[src/rtl/core/mqsl_ram.sv]
`timescale 1ns / 1ps
module mqsl_ram #(
	parameter int WIDTH = 8,
	parameter int DEPTH = 16,
	parameter int AW    = (DEPTH > 1) ? $clog2(DEPTH) : 1
) (
	input  logic             clk,
	input  logic             we,
	input  logic [AW-1:0]    waddr,
	input  logic [WIDTH-1:0] wdata,
	input  logic [AW-1:0]    raddr,
	output logic [WIDTH-1:0] rdata
);

	logic [WIDTH-1:0] mem_q [DEPTH];

	// write one word, read one word registered
	always_ff @(posedge clk) begin
		if (we) begin
			mem_q[waddr] <= wdata;
		end
		rdata <= mem_q[raddr];
	end

endmodule

[config.mk]
export PLATFORM = sky130hd
export DESIGN_NAME = mqsl_ram
export DESIGN_NICKNAME = d
export VERILOG_FILES = /design/src/rtl/core/mqsl_ram.sv
export SDC_FILE = /design/constraint.sdc
export NUM_CORES = 1
export LEC_CHECK = 0
export ABC_CLOCK_PERIOD_IN_PS = 2500
export BUFFER_PORTS_ARGS = -buffer_cell sky130_fd_sc_hd__buf_2
export CORE_MARGIN = 10
export CORE_UTILIZATION = 30
export CTS_CLUSTER_SIZE = 14
export DETAILED_ROUTE_END_ITERATION = 8
export GPL_ROUTABILITY_DRIVEN = 0
export GPL_TIMING_DRIVEN = 0
export PLACE_DENSITY_LB_ADDON = 0.3
export SYNTH_ARGS = -nofsm -noshare
export SYNTH_HDL_FRONTEND = slang
export SYNTH_SLANG_ARGS = --single-unit
[constraint.sdc]
create_clock -name clk -period 2.5 [get_ports clk]
set_input_delay 0.375 -clock clk [delete_from_list [all_inputs] [get_ports clk]]
set_output_delay 0.375 -clock clk [all_outputs]
set_load 0.01 [all_outputs]
* Word-level counts from Yosys, hierarchy flattened
Memories as Yosys holds them, arrays and structs flattened. A register that Yosys moved wholly into a read port is not among the register bits.
Cells that the tools add are included.
** Word-level totals
- Bits of input ports :: 18
- Output and inout port bits :: 8
- Register bits :: 0
- Memory bits (writable) :: 128
- Memories kept :: 1
** Memory list
- mem_q :: words 16, bits a word 8, rd ports 1, clocked after Yosys merged registers in 1, wr ports 1, RTL line 15 : logic [WIDTH-1:0] mem_q [DEPTH];
** Cells by class
- Mux-type cells :: 2
** Operators with widths (number)
- 1-bit 2-to-1 mux :: 2

* Logic depth before layout (Yosys ltp)
- Word-level depth :: 2
- Depth in mapped cells :: 5
- Gate-level depth less buffers :: 3

* Worst setup path after synthesis
No wires, ideal clock.
- Path kind :: input to register
- From :: input port waddr[2]
- To :: memory mem_q[0][0] (enable)
- Stages on the path :: 2
- Buffers on the path :: 0
- Arrival :: 1.485 ns
- Data required time :: 2.117 ns
- Path slack :: 0.632 ns
- Library setup time :: 0.383 ns
- Cells stage by stage :: or3b_2 -> nor3_1
** RTL lines
- start, declared :: RTL line 9 : input logic [AW-1:0] waddr,
- end, declared :: RTL line 15
No word-level cell before the write port.

* Worst setup path after layout
- From :: input port waddr[2]
- To :: memory mem_q[2][2] (enable)
No word-level cell before the write port.

==> metrics <==
run status=finished clean; die area=roughly 23000 sq um; Pwr Density=between 800 and 900 nW/um^2; most frequent cell after synthesis=edfxtp_1; fin area=6200 sq um; largest net degree at the start of global routing=17; max_slew headroom=20.9%; Adder-Cell Fraction of Synth Area=0%; Worst setup SP type=primary input; Top Usage Layer GRT=met2; Antenna Nets Post-Route=0; max-slew violations=0; top cell type's share of synthesized area=74.7%; initial antenna violation count=0; Max rail drop VDD=between 0.0004 and 0.0005 V; clock latency on the worst-skew pair=about 0.42 ns; fraction of registers with async set/reset=0%; CTS max path bufs=2; # IOs=26; Ys Warns=0; register area=4000 sq um; CTS H-tree lvls=4; met3 Use GR=3.70%; combinational group share of total power=~4.6%; share of cells above drive strength 1=between 30% and 40%; Mapped Cells=approximately 230; count of cell types in the netlist=19; WP data arrival=between 1.5 and 2 ns; # setup viols final=0; via count=2400; RSZ-0062 raised after global routing=no; synthesis-stage register bit count=about 140; WS Path Type=primary input to register; Clock Skew=~0.0074 ns; CTS Buf Count=17; Max-Cap Viols=0; antenna cells=0; DR vias/cell=between 4 and 5; aggregate global routing overflow=0; WP data required=roughly 2.5 ns; area share of and/or/nand/nor cells after synthesis=about 3.2%; Netlist Area Pre-Place=about 5100 sq um; vias in the first global route=between 2000 and 3000; Max Freq=between 600 and 700 MHz; first-pass GRT wire length=roughly 16000 microns; Starting Density=a little under a third; port buffer count=24; crit end category=register; root buf cell=clkbuf_16; Die Width=around 150 microns; post-route setup TNS=0 ns; number of flops mapped to enable cells by yosys=approximately 130; minimum clock period=between 1.5 and 2 ns; Worst Path Max Fanout=8; DRT iter0 DRCs=197; GRT Util Overall=roughly 10%; cell taking the most area after synthesis=edfxtp_1; sequential area share after synthesis=roughly 80%; worst hold path type=primary input to register; Rows=47; post-synthesis mux area share=between 10% and 20%; Syn Nets=247; top cells by area, synth=edfxtp_1, mux4_2, mux4_1; hold buffers post-CTS=0; final worst slack=about 0.84 ns; setup repair bufs after CTS=0; first-pass detailed-route iteration total=4; Clock Sinks=136; dpl ws=-0.125 ns; prevailing post-synth register cell=edfxtp_1; Sw Ratio=19.2%; Avg Inst Size Synth=22.5 sq um; synth cell count leaders=edfxtp_1, mux4_2, a22oi_1; Final #Nets=291; post-cts sizing count=0; Tcrit/Tclk final=about two thirds; Clock Pin Slew Worst Setup and Hold Paths=~0.060 ns; final WL=around 11000 microns; TritonCTS clock tree=done; cell-internal power=4450 uW; largest family of logic cells by synthesized area=multiplexers; Die Height=151 microns; worst-margin pin slew=~1.2 ns; # fillers=~1600; core region area=around 17000 sq um; dpl hpwl=roughly 7100 microns; met1 Use GR=~14%; power share of the clock group=approximately 49%; post-place instance area=5550 sq um; Synth Area in Compound Gates=under 10%; Sw Pwr=approximately 1100 uW; Synth Area in XOR/XNOR=0%; Reg power frac=46.6%; P&R area growth vs syn=20.5%; met2 usage=between 10% and 20%; WL per Instance=about 22 microns; area used by multi-input combinational logic=about 1100 sq um; Fin. Hold Viols=0; DRC=0; Lkg Pwr=approximately 0.0021 uW
final cells by class:
cell class,count,share of cell area (%)
tap,220,4.44
timing repair buffer,25,2.06
clock inverter,8,2.26
buffer,10,1.39
sequential,136,64.6
multi-input combinational,83,17.2
clock buffer,24,8.09
critical path: stages:
cell	delay, ns
buf_2	0.11
or3b_2	0.54
nor2_1	0.66
state kept, by name, indices dropped and copies added (netlist names):
name and cells:
rdata 8, mem_q 128
path summary, 6_finish.rpt:
path / startpoint / depth (start not counted) / slack (ns) / end
min: wdata[6] / 1 / 0.36 / mem_q[7][6]
max: waddr[2] / 3 / 0.84 / mem_q[2][2]
min reg2reg: mem_q[9][3] / 3 / 0.70 / rdata[3]
max reg2reg: mem_q[5][1] / 3 / 1.03 / rdata[1]
placed cells by master, fill, tap and decap left out, drive strengths merged:
cell           Yosys  layout
edfxtp           128     128
buf                7      32
mux4              32      32
clkbuf             0      24
a22oi             16      16
nor2              13      13
nand2              9       9
dfxtp              8       8
bufinv             0       4
clkinv             0       4
nor3               4       4
clkdlybuf4s25      3       3
nand3b             2       2
nand2b             2       2
nor2b              1       1
and2               1       1
and2b              1       1
nand3              1       1
or3b               1       1
metrics by stage:
step | std cells | utilization (%) | hold WS, ns | total power (uW)
2_1_floorplan | 229 | - | 0.474 | 2740
3_3_place_gp | 473 | 33.2 | 0.675 | 2860
3_5_place_dp | 474 | 33.2 | 0.683 | 2870
4_1_cts | 506 | 37.1 | 0.341 | 5550
5_1_grt | 506 | 37.1 | 0.348 | 5670
6_report | 506 | 37.1 | 0.358 | 5500
power by group through the flow:
stage               combinational (uW)  clock (uW)  sequential (uW)
global route                       278        2830             2570
finish                             255        2680             2560
CTS                                260        2720             2560
detailed placement                 260           0             2610
global placement                   255           0             2610
floorplan                          129           0             2610
kinds of logic after synthesis:
| family | Yosys count |
|---|---|
| flip-flops | 136 |
| AND/OR/NAND/NOR | 35 |
| multiplexers | 32 |
| AO/OA/AOI/OAI | 16 |
| buffers and inverters | 10 |
per-layer routing:
metal  up-vias  routed length, microns
li1       1063                       -
met1      1247                    5230
met2        75                    4890
met3        15                     804
met4         0                     192
met5         -                       0
(Power assumes the default switching activity.)
